$ cat config.mk
export PLATFORM = sky130hd
export DESIGN_NAME = noise_gate_hold_smooth_flat
export DESIGN_NICKNAME = d
export VERILOG_FILES = /design/src/rtl/ngh_pkg.sv /design/src/rtl/ngh_in_if.sv /design/src/rtl/ngh_out_if.sv /design/src/rtl/ngh_smul.sv /design/src/rtl/noise_gate_hold_smooth.sv /design/src/flat_wrapper.sv
export SDC_FILE = /design/constraint.sdc
export NUM_CORES = 2
export LEC_CHECK = 0
export BUFFER_PORTS_ARGS = -buffer_cell sky130_fd_sc_hd__buf_4
export CORE_UTILIZATION = 40
export CTS_CLUSTER_DIAMETER = 30
export DETAILED_ROUTE_END_ITERATION = 10
export PLACE_DENSITY = 0.52
export SLEW_MARGIN = 15
export SYNTH_ARGS = -nofsm -noshare
export SYNTH_HDL_FRONTEND = slang
export SYNTH_SLANG_ARGS = --single-unit
$ cat constraint.sdc
create_clock -name i_clk -period 8.6 [get_ports i_clk]
set_input_delay 0.86 -clock i_clk [delete_from_list [all_inputs] [get_ports i_clk]]
set_output_delay 0.86 -clock i_clk [all_outputs]
set_load 0.02 [all_outputs]
$ cat src/rtl/ngh_pkg.sv
// Shared widths, reset values, codes and handshake structs of the noise gate.
package ngh_pkg;

    // Field and register widths
    localparam int SAMPLE_W    = 24;
    localparam int GAIN_FRAC_W = 16;
    localparam int GAIN_W      = GAIN_FRAC_W + 1;
    localparam int THR_W       = SAMPLE_W - 1;
    localparam int HOLD_W      = 20;
    localparam int POLE_W      = 16;
    localparam int ENV_W       = 32;
    localparam int ENV_GUARD   = ENV_W - SAMPLE_W;
    localparam int ENV_COEF_W  = 24;
    localparam int CNT_W       = 21;
    localparam int CFG_IDX_W   = 2;
    localparam int CFG_DATA_W  = THR_W;

    // Envelope update coefficient for the new magnitude (0.001 in Q0.24)
    localparam int ENV_COEF_NEW = 16777;

    // Reset values of the configuration registers
    localparam logic [THR_W-1:0]  OPEN_THR_RST  = THR_W'(8389);
    localparam logic [THR_W-1:0]  CLOSE_THR_RST = THR_W'(4195);
    localparam logic [HOLD_W-1:0] HOLD_RST      = HOLD_W'(4800);
    localparam logic [POLE_W-1:0] POLE_RST      = POLE_W'(65208);

    localparam logic [GAIN_W-1:0] GAIN_UNITY = GAIN_W'(1) << GAIN_FRAC_W;

    // Digit-serial multiplier geometry
    localparam int MUL_M_W   = 34;
    localparam int MUL_X_W   = 24;
    localparam int MUL_DIG_W = 8;
    localparam int MUL_NDIG  = MUL_X_W / MUL_DIG_W;
    localparam int MUL_CNT_W = $clog2(MUL_NDIG);
    localparam int MUL_PH_W  = MUL_M_W + MUL_DIG_W;
    localparam int MUL_P_W   = 64;

    // Datapath widths around the multiplier
    localparam int ACC_W   = 52;
    localparam int ENV_T_W = 50;
    localparam int OUT_T_W = SAMPLE_W + GAIN_W + 1;
    localparam int OUT_R_W = OUT_T_W - GAIN_FRAC_W;
    localparam int SAT_W   = OUT_R_W - SAMPLE_W + 1;

    // Rounding offsets
    localparam logic signed [ENV_T_W-1:0] ENV_HALF  = ENV_T_W'(1) << (ENV_COEF_W - 1);
    localparam logic signed [ACC_W-1:0]   GAIN_HALF = ACC_W'(1) << (2 * POLE_W - 1);
    localparam logic signed [OUT_T_W-1:0] OUT_HALF  = OUT_T_W'(1) << (GAIN_FRAC_W - 1);

    // Configuration register indexes
    typedef enum logic [CFG_IDX_W-1:0] {
        CFG_OPEN_THR  = 2'd0,
        CFG_CLOSE_THR = 2'd1,
        CFG_HOLD      = 2'd2,
        CFG_POLE      = 2'd3
    } t_cfg_idx;

    // Request to the shared multiplier
    typedef struct packed {
        logic                      start;
        logic signed [MUL_M_W-1:0] m;
        logic [MUL_X_W-1:0]        x;
    } t_mul_req;

    // Status from the shared multiplier
    typedef struct packed {
        logic               done;
        logic [MUL_P_W-1:0] prod;
    } t_mul_rsp;

endpackage

$ cat src/rtl/ngh_in_if.sv
// Sample input channel: valid/ready handshake with one signed sample.
interface ngh_in_if;
    logic                               valid;
    logic                               ready;
    logic signed [ngh_pkg::SAMPLE_W-1:0] sample;

    modport source (output valid, output sample, input ready);
    modport sink   (input valid, input sample, output ready);
endinterface

$ cat src/rtl/ngh_out_if.sv
// Result output channel: valid/ready handshake with gated sample, gain and gate state.
interface ngh_out_if;
    logic                               valid;
    logic                               ready;
    logic signed [ngh_pkg::SAMPLE_W-1:0] gated_sample;
    logic [ngh_pkg::GAIN_W-1:0]          current_gain;
    logic                               gate_open;

    modport source (output valid, output gated_sample, output current_gain,
                    output gate_open, input ready);
    modport sink   (input valid, input gated_sample, input current_gain,
                    input gate_open, output ready);
endinterface

$ cat src/rtl/ngh_smul.sv
// Digit-serial signed-by-unsigned multiplier, one 8-bit digit of the multiplier per cycle.
module ngh_smul (
    input  logic              i_clk,
    input  logic              i_rst_n,
    input  ngh_pkg::t_mul_req i_req,
    output ngh_pkg::t_mul_rsp o_rsp
);

    logic signed [ngh_pkg::MUL_M_W-1:0]  r_m;
    logic [ngh_pkg::MUL_X_W-1:0]         r_x;
    logic signed [ngh_pkg::MUL_PH_W-1:0] r_ph;
    logic [ngh_pkg::MUL_X_W-1:0]         r_pl;
    logic [ngh_pkg::MUL_CNT_W-1:0]       r_cnt;
    logic                                r_busy;
    logic                                r_done;

    logic [ngh_pkg::MUL_DIG_W-1:0]       w_dig;
    logic signed [ngh_pkg::MUL_PH_W:0]   n_sum;

    // Add one partial product of the lowest digit to the upper half
    assign w_dig = r_x[ngh_pkg::MUL_DIG_W-1:0];
    assign n_sum = r_ph + r_m * $signed({1'b0, w_dig});

    // Control: count digits, pulse done after the last one
    always_ff @(posedge i_clk) begin
        if (!i_rst_n) begin
            r_busy <= 1'b0;
            r_done <= 1'b0;
            r_cnt  <= '0;
        end else begin
            r_done <= 1'b0;
            if (i_req.start) begin
                r_busy <= 1'b1;
                r_cnt  <= '0;
            end else if (r_busy) begin
                r_cnt <= r_cnt + 1'b1;
                if (r_cnt == ngh_pkg::MUL_CNT_W'(ngh_pkg::MUL_NDIG - 1)) begin
                    r_busy <= 1'b0;
                    r_done <= 1'b1;
                end
            end
        end
    end

    // Datapath: load operands, then shift one digit per cycle
    always_ff @(posedge i_clk) begin
        if (i_req.start) begin
            r_m  <= i_req.m;
            r_x  <= i_req.x;
            r_ph <= '0;
            r_pl <= '0;
        end else if (r_busy) begin
            r_x  <= r_x >> ngh_pkg::MUL_DIG_W;
            r_ph <= ngh_pkg::MUL_PH_W'(n_sum >>> ngh_pkg::MUL_DIG_W);
            r_pl <= {n_sum[ngh_pkg::MUL_DIG_W-1:0], r_pl[ngh_pkg::MUL_X_W-1:ngh_pkg::MUL_DIG_W]};
        end
    end

    // Product stays stable until the next start
    assign o_rsp.done = r_done;
    assign o_rsp.prod = {r_ph[ngh_pkg::MUL_P_W-ngh_pkg::MUL_X_W-1:0], r_pl};

`ifndef SYNTHESIS
    a_no_restart: assert property (@(posedge i_clk) disable iff (!i_rst_n)
        i_req.start |-> !r_busy)
        else $error("multiplier restarted while busy");

    a_done_after_busy: assert property (@(posedge i_clk) disable iff (!i_rst_n)
        r_done |-> $past(r_busy))
        else $error("done without a preceding digit pass");

    a_done_pulse: assert property (@(posedge i_clk) disable iff (!i_rst_n)
        r_done |=> !r_done)
        else $error("done held longer than one cycle");
`endif

endmodule

$ cat src/rtl/noise_gate_hold_smooth.sv
// Noise gate with hysteresis, hold count and two-pole gain smoothing.
// Each sample takes five passes through the shared digit-serial multiplier
//   (three 8-bit digits each) and the gate, gain, result and idle steps; the
//   result step waits until the output register is free, and a new sample is
//   accepted only in the idle step, once the last one has been fully processed.
// Reset (synchronous, active low): gate closed, envelope, hold count and gain
//   history cleared, registers back to their default thresholds, hold and pole.
module noise_gate_hold_smooth (
    input  logic                           i_clk,
    input  logic                           i_rst_n,
    input  logic                           i_cfg_we,
    input  logic [ngh_pkg::CFG_IDX_W-1:0]  i_cfg_idx,
    input  logic [ngh_pkg::CFG_DATA_W-1:0] i_cfg_data,
    ngh_in_if.sink                         i_in,
    ngh_out_if.source                      o_out
);

    typedef enum logic [4:0] {
        S_IDLE  = 5'b00001,
        S_MUL   = 5'b00010,
        S_GATE  = 5'b00100,
        S_GAIN  = 5'b01000,
        S_DRAIN = 5'b10000
    } t_state;

    typedef enum logic [2:0] {
        OP_ENV = 3'd0,
        OP_PP  = 3'd1,
        OP_G2  = 3'd2,
        OP_G1  = 3'd3,
        OP_OUT = 3'd4
    } t_op;

    // Configuration
    logic [ngh_pkg::THR_W-1:0]  r_open_thr;
    logic [ngh_pkg::THR_W-1:0]  r_close_thr;
    logic [ngh_pkg::HOLD_W-1:0] r_hold;
    logic [ngh_pkg::POLE_W-1:0] r_pole;

    // Gate state
    logic [ngh_pkg::ENV_W-1:0]  r_env;
    logic                       r_open;
    logic [ngh_pkg::CNT_W-1:0]  r_below;
    logic                       r_target;
    logic [ngh_pkg::GAIN_W-1:0] r_g1;
    logic [ngh_pkg::GAIN_W-1:0] r_g2;

    // Sequencer and working registers
    t_state                                r_state;
    t_op                                   r_op;
    logic signed [ngh_pkg::SAMPLE_W-1:0]   r_s;
    logic signed [ngh_pkg::ACC_W-1:0]      r_acc;

    // Output register
    logic                                  r_ovalid;
    logic signed [ngh_pkg::SAMPLE_W-1:0]   r_out_sample;
    logic [ngh_pkg::GAIN_W-1:0]            r_out_gain;
    logic                                  r_out_open;

    ngh_pkg::t_mul_req                     w_req;
    ngh_pkg::t_mul_rsp                     w_rsp;

    logic                                  w_accept;
    logic [ngh_pkg::SAMPLE_W-1:0]          w_mag;
    logic signed [ngh_pkg::MUL_M_W-1:0]    w_diff;
    logic signed [ngh_pkg::ENV_T_W-1:0]    w_env_t;
    logic signed [ngh_pkg::MUL_M_W-1:0]    n_env_sum;
    logic [ngh_pkg::ENV_W-1:0]             n_env;
    logic                                  w_open_hit;
    logic                                  w_close_hit;
    logic [ngh_pkg::CNT_W-1:0]             n_cnt0;
    logic [ngh_pkg::CNT_W-1:0]             n_cnt1;
    logic                                  w_hold_over;
    logic [ngh_pkg::MUL_M_W-1:0]           w_qq;
    logic signed [ngh_pkg::ACC_W-1:0]      n_round;
    logic [ngh_pkg::ACC_W-33:0]            w_gain_raw;
    logic [ngh_pkg::GAIN_W-1:0]            n_gain;
    logic signed [ngh_pkg::OUT_T_W-1:0]    w_out_t;
    logic signed [ngh_pkg::OUT_R_W-1:0]    w_out_r;
    logic                                  w_out_ovf;
    logic signed [ngh_pkg::SAMPLE_W-1:0]   n_out_sample;
    logic                                  w_out_free;

    ngh_smul u_mul (
        .i_clk   (i_clk),
        .i_rst_n (i_rst_n),
        .i_req   (w_req),
        .o_rsp   (w_rsp)
    );

    // Handshakes
    assign i_in.ready = (r_state == S_IDLE);
    assign w_accept   = i_in.valid && (r_state == S_IDLE);
    assign w_out_free = !r_ovalid || o_out.ready;

    assign o_out.valid        = r_ovalid;
    assign o_out.gated_sample = r_out_sample;
    assign o_out.current_gain = r_out_gain;
    assign o_out.gate_open    = r_out_open;

    // Envelope: env' = env + round((|s|<<8 - env) * 0.001)
    assign w_mag  = i_in.sample[ngh_pkg::SAMPLE_W-1] ? (~i_in.sample + 1'b1) : i_in.sample;
    assign w_diff = $signed({2'b00, w_mag, {ngh_pkg::ENV_GUARD{1'b0}}})
                  - $signed({2'b00, r_env});
    assign w_env_t   = $signed(w_rsp.prod[ngh_pkg::ENV_T_W-1:0]) + ngh_pkg::ENV_HALF;
    assign n_env_sum = $signed({2'b00, r_env})
                     + ngh_pkg::MUL_M_W'($signed(w_env_t[ngh_pkg::ENV_T_W-1:ngh_pkg::ENV_COEF_W]));
    assign n_env     = n_env_sum[ngh_pkg::ENV_W-1:0];

    // Thresholds and hold count
    assign w_open_hit  = r_env >= ngh_pkg::ENV_W'({r_open_thr, {ngh_pkg::ENV_GUARD{1'b0}}});
    assign w_close_hit = r_env < ngh_pkg::ENV_W'({r_close_thr, {ngh_pkg::ENV_GUARD{1'b0}}});
    assign n_cnt0      = w_open_hit ? '0 : r_below;
    assign n_cnt1      = n_cnt0 + 1'b1;
    assign w_hold_over = n_cnt1 > ngh_pkg::CNT_W'(r_hold);

    // (1-p)^2 = 2^32 - 2p*2^16 + p^2
    assign w_qq = {2'b01, 32'h0} - {1'b0, r_pole, 17'h0} + {2'b00, w_rsp.prod[31:0]};

    // Smoothed gain: round, clamp to [0, unity]
    assign n_round    = r_acc + ngh_pkg::GAIN_HALF;
    assign w_gain_raw = n_round[ngh_pkg::ACC_W-1:32];
    always_comb begin
        if (r_acc[ngh_pkg::ACC_W-1] || (r_acc == '0)) begin
            n_gain = '0;
        end else if (w_gain_raw > (ngh_pkg::ACC_W-32)'(ngh_pkg::GAIN_UNITY)) begin
            n_gain = ngh_pkg::GAIN_UNITY;
        end else begin
            n_gain = w_gain_raw[ngh_pkg::GAIN_W-1:0];
        end
    end

    // Gated sample: round half up at the gain point, saturate
    assign w_out_t   = $signed(w_rsp.prod[ngh_pkg::OUT_T_W-1:0]) + ngh_pkg::OUT_HALF;
    assign w_out_r   = w_out_t[ngh_pkg::OUT_T_W-1:ngh_pkg::GAIN_FRAC_W];
    assign w_out_ovf = (w_out_r[ngh_pkg::OUT_R_W-1:ngh_pkg::SAMPLE_W-1] != '0)
                    && (w_out_r[ngh_pkg::OUT_R_W-1:ngh_pkg::SAMPLE_W-1] != {ngh_pkg::SAT_W{1'b1}});
    always_comb begin
        if (!w_out_ovf) begin
            n_out_sample = w_out_r[ngh_pkg::SAMPLE_W-1:0];
        end else if (w_out_r[ngh_pkg::OUT_R_W-1]) begin
            n_out_sample = {1'b1, {(ngh_pkg::SAMPLE_W-1){1'b0}}};
        end else begin
            n_out_sample = {1'b0, {(ngh_pkg::SAMPLE_W-1){1'b1}}};
        end
    end

    // Multiplier requests
    always_comb begin
        w_req       = '0;
        unique case (r_state)
            S_IDLE: begin
                if (w_accept) begin
                    w_req.start = 1'b1;
                    w_req.m     = w_diff;
                    w_req.x     = ngh_pkg::MUL_X_W'(ngh_pkg::ENV_COEF_NEW);
                end
            end
            S_GATE: begin
                w_req.start = 1'b1;
                w_req.m     = ngh_pkg::MUL_M_W'(r_pole);
                w_req.x     = ngh_pkg::MUL_X_W'(r_pole);
            end
            S_MUL: begin
                if (w_rsp.done && (r_op == OP_PP)) begin
                    w_req.start = 1'b1;
                    w_req.m     = ngh_pkg::MUL_M_W'(w_rsp.prod[31:0]);
                    w_req.x     = ngh_pkg::MUL_X_W'(r_g2);
                end else if (w_rsp.done && (r_op == OP_G2)) begin
                    w_req.start = 1'b1;
                    w_req.m     = ngh_pkg::MUL_M_W'(r_pole);
                    w_req.x     = ngh_pkg::MUL_X_W'(r_g1);
                end
            end
            S_GAIN: begin
                w_req.start = 1'b1;
                w_req.m     = ngh_pkg::MUL_M_W'(r_s);
                w_req.x     = ngh_pkg::MUL_X_W'(n_gain);
            end
            S_DRAIN: begin
                w_req.start = 1'b0;
            end
            default: begin
                w_req.start = 1'b0;
            end
        endcase
    end

    // Configuration writes
    always_ff @(posedge i_clk) begin
        if (!i_rst_n) begin
            r_open_thr  <= ngh_pkg::OPEN_THR_RST;
            r_close_thr <= ngh_pkg::CLOSE_THR_RST;
            r_hold      <= ngh_pkg::HOLD_RST;
            r_pole      <= ngh_pkg::POLE_RST;
        end else if (i_cfg_we) begin
            unique case (ngh_pkg::t_cfg_idx'(i_cfg_idx))
                ngh_pkg::CFG_OPEN_THR:  r_open_thr  <= i_cfg_data[ngh_pkg::THR_W-1:0];
                ngh_pkg::CFG_CLOSE_THR: r_close_thr <= i_cfg_data[ngh_pkg::THR_W-1:0];
                ngh_pkg::CFG_HOLD:      r_hold      <= i_cfg_data[ngh_pkg::HOLD_W-1:0];
                ngh_pkg::CFG_POLE:      r_pole      <= i_cfg_data[ngh_pkg::POLE_W-1:0];
                default: begin
                    r_hold <= r_hold;
                end
            endcase
        end
    end

    // Sequencer and gate state
    always_ff @(posedge i_clk) begin
        if (!i_rst_n) begin
            r_state  <= S_IDLE;
            r_op     <= OP_ENV;
            r_env    <= '0;
            r_open   <= 1'b0;
            r_below  <= '0;
            r_target <= 1'b0;
            r_g1     <= '0;
            r_g2     <= '0;
            r_ovalid <= 1'b0;
        end else begin
            // Drop the result once taken
            if (r_ovalid && o_out.ready) begin
                r_ovalid <= 1'b0;
            end
            unique case (r_state)
                S_IDLE: begin
                    if (w_accept) begin
                        r_op    <= OP_ENV;
                        r_state <= S_MUL;
                    end
                end
                S_MUL: begin
                    if (w_rsp.done) begin
                        unique case (r_op)
                            OP_ENV: begin
                                r_env   <= n_env;
                                r_state <= S_GATE;
                            end
                            OP_PP: begin
                                r_op <= OP_G2;
                            end
                            OP_G2: begin
                                r_op <= OP_G1;
                            end
                            OP_G1: begin
                                r_state <= S_GAIN;
                            end
                            OP_OUT: begin
                                r_state <= S_DRAIN;
                            end
                            default: begin
                                r_state <= S_IDLE;
                            end
                        endcase
                    end
                end
                S_GATE: begin
                    // Open first, then the close test may override it
                    if (w_open_hit) begin
                        r_open   <= 1'b1;
                        r_target <= 1'b1;
                        r_below  <= '0;
                    end
                    if (w_close_hit) begin
                        if (w_hold_over) begin
                            r_open   <= 1'b0;
                            r_target <= 1'b0;
                            r_below  <= '0;
                        end else begin
                            r_below <= n_cnt1;
                        end
                    end
                    r_op    <= OP_PP;
                    r_state <= S_MUL;
                end
                S_GAIN: begin
                    r_g2    <= r_g1;
                    r_g1    <= n_gain;
                    r_op    <= OP_OUT;
                    r_state <= S_MUL;
                end
                S_DRAIN: begin
                    // Hold the product until the output register frees up
                    if (w_out_free) begin
                        r_ovalid <= 1'b1;
                        r_state  <= S_IDLE;
                    end
                end
                default: begin
                    r_state <= S_IDLE;
                end
            endcase
        end
    end

    // Working registers and output payload
    always_ff @(posedge i_clk) begin
        if (w_accept) begin
            r_s <= i_in.sample;
        end
        if ((r_state == S_MUL) && w_rsp.done) begin
            case (r_op)
                OP_PP: begin
                    r_acc <= r_target ? ngh_pkg::ACC_W'({w_qq, {ngh_pkg::GAIN_FRAC_W{1'b0}}})
                                      : '0;
                end
                OP_G2: begin
                    r_acc <= r_acc - $signed(w_rsp.prod[ngh_pkg::ACC_W-1:0]);
                end
                OP_G1: begin
                    r_acc <= r_acc + $signed({w_rsp.prod[ngh_pkg::ACC_W-18:0], 17'h0});
                end
                default: begin
                    r_acc <= r_acc;
                end
            endcase
        end
        // Load the payload only when the previous result has left
        if ((r_state == S_DRAIN) && w_out_free) begin
            r_out_sample <= n_out_sample;
            r_out_gain   <= r_g1;
            r_out_open   <= r_open;
        end
    end

`ifndef SYNTHESIS
    a_done_in_mul: assert property (@(posedge i_clk) disable iff (!i_rst_n)
        w_rsp.done |-> (r_state == S_MUL))
        else $error("multiplier finished outside a multiply step");

    a_open_target: assert property (@(posedge i_clk) disable iff (!i_rst_n)
        r_open == r_target)
        else $error("gate state and gain target disagree");

    a_gain_bound: assert property (@(posedge i_clk) disable iff (!i_rst_n)
        (r_g1 <= ngh_pkg::GAIN_UNITY) && (r_g2 <= ngh_pkg::GAIN_UNITY))
        else $error("gain history above unity");

    a_drain_entry: assert property (@(posedge i_clk) disable iff (!i_rst_n)
        $rose(r_state == S_DRAIN) |-> ($past(r_state) == S_MUL) && ($past(r_op) == OP_OUT))
        else $error("result stage entered before the output product");
`endif

endmodule

$ cat src/flat_wrapper.sv
// flat-port wrapper written by rule: the top's interface ports become plain ports
module noise_gate_hold_smooth_flat 
  (i_clk, i_rst_n, i_cfg_we, i_cfg_idx, i_cfg_data, i_in_valid, i_in_sample, i_in_ready, o_out_valid, o_out_gated_sample, o_out_current_gain, o_out_gate_open, o_out_ready);
  ngh_in_if i_in_i ();
  ngh_out_if o_out_i ();
  input  logic i_clk;
  input  logic i_rst_n;
  input  logic i_cfg_we;
  input  logic [ngh_pkg::CFG_IDX_W-1:0] i_cfg_idx;
  input  logic [ngh_pkg::CFG_DATA_W-1:0] i_cfg_data;
  input wire logic [$bits(i_in_i.valid)-1:0] i_in_valid;
  input wire logic [$bits(i_in_i.sample)-1:0] i_in_sample;
  output wire logic [$bits(i_in_i.ready)-1:0] i_in_ready;
  output wire logic [$bits(o_out_i.valid)-1:0] o_out_valid;
  output wire logic [$bits(o_out_i.gated_sample)-1:0] o_out_gated_sample;
  output wire logic [$bits(o_out_i.current_gain)-1:0] o_out_current_gain;
  output wire logic [$bits(o_out_i.gate_open)-1:0] o_out_gate_open;
  input wire logic [$bits(o_out_i.ready)-1:0] o_out_ready;
  assign i_in_i.valid = i_in_valid;
  assign i_in_i.sample = i_in_sample;
  assign i_in_ready = i_in_i.ready;
  assign o_out_valid = o_out_i.valid;
  assign o_out_gated_sample = o_out_i.gated_sample;
  assign o_out_current_gain = o_out_i.current_gain;
  assign o_out_gate_open = o_out_i.gate_open;
  assign o_out_i.ready = o_out_ready;
  noise_gate_hold_smooth u_core (.i_clk(i_clk), .i_rst_n(i_rst_n), .i_cfg_we(i_cfg_we), .i_cfg_idx(i_cfg_idx), .i_cfg_data(i_cfg_data), .i_in(i_in_i), .o_out(o_out_i));
endmodule
# Word-level counts from Yosys, hierarchy flattened
# Cells that the tools add are included.
# W data, S select, Z words.
totals:
  register_bits: 419
  latchBits: 0
  ram_bits: 0
  rom_bits: 0
  in_bits: 54
  output_inout_bits: 44
  elab_cells: 133
  n_memories: 0
op_classes:
  addsub: 13
  multipliers: 1
  div_mod_pow: 0
  n_lt_le_gt_ge: 4
  n_eq_ne: 19
  n_shift: 0
  n_mux: 39
  n_bitwise: 3
  reduce_logical: 29
op_table:
  columns: ["op", "n"]
  rows:
  - ["$pmux W58 S4", 1]
  - ["$mux W59", 3]
  - ["$pmux W52 S3", 1]
  - ["$mux W24", 5]
  - ["$mux W21", 3]
  - ["$add A52 B33 Y52 const B", 1]
  - ["$add A52 B52 Y52", 1]
  - ["$logic_not A52 Y1", 1]
  - ["$sub A52 B52 Y52", 1]
  - ["$add A50 B25 Y50 const B", 1]
  - ["$mux W50", 1]
  - ["$add A35 B43 Y43", 1]
  - ["$mul A34 B9 Y43", 1]
  - ["$add A42 B17 Y42 const B", 1]
  - ["$pmux W5 S4", 2]
  - ["$add A34 B32 Y34", 1]
  - ["$mux W17", 2]
  - ["$sub A33 B33 Y34 const A", 1]
  - ["$sub A32 B32 Y33", 1]
  - ["$add A32 B26 Y32", 1]
  - ["$ge A32 B31 Y1", 1]
  - ["$lt A32 B31 Y1", 1]
  - ["$add A24 B1 Y24 const B", 1]
  - ["$not A24 Y24", 1]
  - ["other kinds (38)", 74]

# Depth between registers and ports, before layout
logic_depth:
  ltp_word: 7
  mapped_depth: 28
  mapped_depth_nobuf: 27

# Hierarchy
# A second synthesis with hierarchy kept.
hier_totals:
  cells_unflattened: 4366
  area_unflattened_um2: 37881.3
by_module_without_submodules:
  columns: ["module", "n_inst", "cells_each", "area_each_um2", "seq_area_each_um2"]
  rows:
  - ["noise_gate_hold_smooth", 1, 2880, 23381.2, 7146.9]
  - ["ngh_smul", 1, 1486, 14500.2, 3002.9]

# Least setup slack after synthesis
# Ideal clock, no wire load.
synth_timing:
  path_type: "register to register"
  from: "reg u_core.u_mul.r_x[2] (netlist bit)"
  to: "reg u_core.u_mul.r_ph[22] (netlist bit)"
  setup_ps: 62
  arrival_time_ps: 5913
  required_time_ps: 8538
  path_slack_ps: 2625
  stages_incl_launch_ff: 24
  path_buffers: 1
  period_less_slack_ps: 5975
  cell_sequence: "edfxtp_1 -> clkbuf_1 -> nand2_1 -> fa_1 -> inv_1 -> fa_1 -> inv_1 -> fa_1 -> inv_1 -> fa_1 -> inv_1 -> fa_1 -> inv_1 -> ha_1 -> a2111o_1 -> o21ai_0 -> a2111o_1 -> a21boi_0 -> o21a_1 -> nor2_1 -> o21ai_0 -> o21ai_0 -> or4b_2 -> nand3_1"
synth_via:
  elab_chain_cells: 2
synth_rtl:
  columns: ["item", "line_no", "rtl"]
  rows:
  - ["start, declared", "ngh_smul.sv:10", "logic [ngh_pkg::MUL_X_W-1:0] r_x;"]
  - ["start signal, assigned", "ngh_smul.sv:49", "r_x <= i_req.x;"]
  - ["start signal, assigned", "ngh_smul.sv:53", "r_x <= r_x >> ngh_pkg::MUL_DIG_W;"]
  - ["$mul A34 B9 Y43", "ngh_smul.sv:22", "assign n_sum = r_ph + r_m * $signed({1'b0, w_dig});"]
  - ["$add A35 B43 Y43", "ngh_smul.sv:22", null]
  - ["end signal, assigned", "ngh_smul.sv:54", "r_ph <= ngh_pkg::MUL_PH_W'(n_sum >>> ngh_pkg::MUL_DIG_W);"]
  - ["end, declared", "ngh_smul.sv:11", "logic signed [ngh_pkg::MUL_PH_W-1:0] r_ph;"]
# No other way between the ends.
# A chain may end at the register's enable or synchronous reset.

# Final worst setup path
layout_timing:
  from: "reg u_core.u_mul.r_x[5] (netlist bit)"
  to: "reg u_core.u_mul.r_ph[22] (netlist bit)"
# Same word-level chain as after synthesis.

==> summary.md <==
| Metric | Value |
|---|---|
| Synth Register Bits | 411 |
| Clock sinks | 411 |
| Switching power | 8.977 mW |
| Starting density of the core | 40.34% |
| # diodes | 0 |
| Vias | 32080 |
| GP Congestion | 0.9389 |
| Clock skew | 0.03620 ns |
| Clk network pwr share | 21.7% |
| CP Depth | 19 |
| Ports | 98 |
| EDFF count, synth | 168 |
| Net Count, Synth | 5025 |
| Clk Latency, worst-skew pair | 0.70 ns |
| Most common cell after layout, fill and taps aside | nand2_1 |
| Syn_area_per_cell | 8.548 sq um |
| Top post-synthesis cells by area | edfxtp_1 13%, fa_1 13%, dfxtp_1 13% |
| Top cell type's share of synthesized area | 13.40% |
| Crit path arrival time | 7.64 ns |
| Fraction of layout cells with a size suffix above 1 | 8.811% |
| Unrepaired setup endpoints after global routing | false |
| Die width | 308.8 microns |
| Actual slew at the worst max-slew pin | 1.204 ns |
| CTS root buf | clkbuf_16 |
| CP max FO | 33 |
| R2R cell count | 19 |
| MaxCap Viol Count | 0 |
| Critical Path End Type | register |
| Fin crit period | 7.012 ns |
| Hold Worst Slack | 0.3947 ns |
| Nets | 5107 |
| Status | completed |
| Pin count of the biggest net entering global routing | 83 |
| Core area | 93330 sq um |
| Worst path slowest cell | edfxtp_1 |
| Die height | 308.8 microns |
| Setup Fix Bufs, Post-CTS | 0 |
| Hold depth | 1 |
| CP cell instances | and2_1 > fa_1 > fa_1 > fa_1 > fa_1 > inv_1 > fa_1 > inv_1 > ha_1 > and3_1 > nand4_1 > a2111o_1 > a21boi_0 > o21a_1 > nor2_1 > o21ai_0 > o21ai_0 > or4b_2 > nand3_1 |
| Ys Warns | 0 |
| Vias in the first global route | 30920 |
| Final setup fails | 0 |
| Pre-CTS setup slack | 1.605 ns |
| # H-tree levels | 3 |
| Max transition margin | 19.70% |
| CP max stage delay | 1.13 ns |
| PD cells | 435.0 nW/um^2 |
| Mapped cell area | 37640 sq um |
| Number of buffers created by CTS | 111 |
| Std cell rows | 112 |
| Pre-Repair DR Iteration Count | 6 |
| CP most frequent cell | fa_1 |
| Synth async-reset ratio | 0% |
| Worst path bufs/invs | 2 |
| Number of DRC markers in iteration 0 | 2443 |
| Final worst slack | 1.588 ns |
| Commonest cells after routing, fill and taps aside | 545 x nand2_1, 465 x inv_1, 320 x ha_1 |
| Die area | 95340 sq um |
| Layout area overhead | 15.63% |
| Distinct cells, synth | 94 |
| Maximum VDD drop | 0.0003868 V |
| Buffers added on ports | 97 |
| Antenna Nets Post-Route | 0 |
| CTS Buffer Depth | 3 |
| Crit share post-route | 81.53% |
| Family with the most delay on the worst path | adder cells |
| CTS tree | done |
| Syn Inst Count | 4404 |
| Sum Neg Setup Slack | 0 ns |
| Global-route wire length before repair | 191700 microns |
| Critical path data required time | 9.22 ns |
| Pins over their slew limit | 0 |
| Avg WL per Cell | 21.56 microns |
| Antenna violations before repair | 9 |
| Reg clk slew, reported paths | 0.04 ns |
| Residual DRC | 0 |
| WS Path Type | register to register |
| CTS Hold Bufs | 0 |
| Register share of total power | 13.4% |
| Via/cell ratio | 5.493 |
| Comb power frac | 64.8% |
| Drt total wl | 125900 microns |
| Int Power | 9.960 mW |
| Dpl hpwl | 97430 microns |
| F_max | 0.1426 GHz |
| Gr usage total | 26.52% |
| Most area-hungry cell type in the Yosys netlist | edfxtp_1 |
| Static Leak | 18.76 nW |
| Register area share after synthesis | 26.32% |
| Hold crit path type | input port to register |
| Post-cts resize count | 0 |
| Synth Flop Type | dfxtp_1 |
| CP startpoint kind | register |
| Remaining Overflow, GRT | 0 |
| Fin. Hold Viols | 0 |
| Net Sw Frac | 47.41% |
==> power groups by stage <==
stage	logic (mW)	registers, mW	clock network, mW
after detailed placement	12.1	2.58	0
after global routing	13.9	2.56	4.28
after global placement	12.2	2.57	0
final	12.3	2.55	4.12
after CTS	12.3	2.54	4.18
after floorplan	9.19	2.39	0
==> worst paths after layout <==
path,slack (ns),from,to
hold reg to reg,0.45,u_core.r_open$_SDFFE_PN0P_,u_core.o_out.gate_open$_DFFE_PP_
setup reg to reg,1.59,u_core.u_mul.r_x[5]$_DFFE_PP_,u_core.u_mul.r_ph[22]$_SDFFE_PP0P_
setup / recovery,1.59,u_core.u_mul.r_x[5]$_DFFE_PP_,u_core.u_mul.r_ph[22]$_SDFFE_PP0P_
hold / removal,0.39,i_in_sample[4],u_core.r_s[4]$_DFFE_PP_
==> through the flow <==
step           instance area [sq um]  cells  power (mW)  utilization [%]
5_1_grt                        43530   5839       20.71            46.64
3_3_place_gp                   39700   5627       14.76            42.54
2_1_floorplan                  37640   4404       11.58                -
4_1_cts                        43530   5839       18.98            46.64
6_report                       43530   5839       18.94            46.64
3_5_place_dp                   39700   5627       14.67            42.54
==> registers in the layout (all words and copies together) (netlist names), 20 cells and up <==
| name | cells |
|---|---|
| u_core.r_hold | 20 |
| u_core.u_mul.r_m | 33 |
| u_core.r_below | 21 |
| u_core.o_out.gated_sample | 24 |
| u_core.u_mul.r_ph | 35 |
| u_core.r_env | 32 |
| u_core.r_close_thr | 23 |
| u_core.r_open_thr | 23 |
| u_core.r_acc | 52 |
| u_core.u_mul.r_pl | 24 |
| u_core.r_s | 24 |
==> routing by layer <==
layer	GRT usage [%]	share of wire, %
met5	0	0.018
met4	8.099	2.6
met3	3.926	7.0
met2	39.92	43
met1	38.88	47
==> synthesized netlist by cell type (44+ instances only) <==
cell type / instances
edfxtp_1: 168
nand3_1: 101
o21ai_0: 200
xnor2_1: 175
xor2_1: 86
inv_1: 467
nor2_1: 278
mux2i_1: 53
a211oi_1: 44
a21o_1: 92
nand4_1: 50
dfxtp_1: 243
a21oi_1: 319
clkbuf_1: 160
nand2_1: 545
nor3_1: 63
fa_1: 247
and2_1: 180
ha_1: 320
o211ai_1: 46
==> area by class of cell <==
| cell class | count | area, sq um |
|---|---|---|
| Fill cell | 9196 | 49800 |
| Timing Repair Buffer | 146 | 1096 |
| Inverter | 468 | 1762 |
| Tap cell | 1254 | 1569 |
| Clock buffer | 134 | 3039 |
| Clock inverter | 78 | 792.0 |
| Multi-Input combinational cell | 3348 | 25360 |
| Sequential cell | 411 | 9913 |
==> cell families (layout without fill, tap and decap cells) <==
logic type | Yosys count | count (layout) | synth area share, %
muxes | 57 | 57 | 1.529
and+or+nand+nor | 1448 | 1448 | 18.50
buffers and inverters | 645 | 826 | 6.471
AOI/OAI and AO/OA | 1015 | 1015 | 17.33
DFF | 411 | 411 | 26.32
adders and majority gates | 567 | 567 | 23.77
xor gates and xnor gates | 261 | 261 | 6.072
No activity file was read; power rests on OpenSTA's default activity.
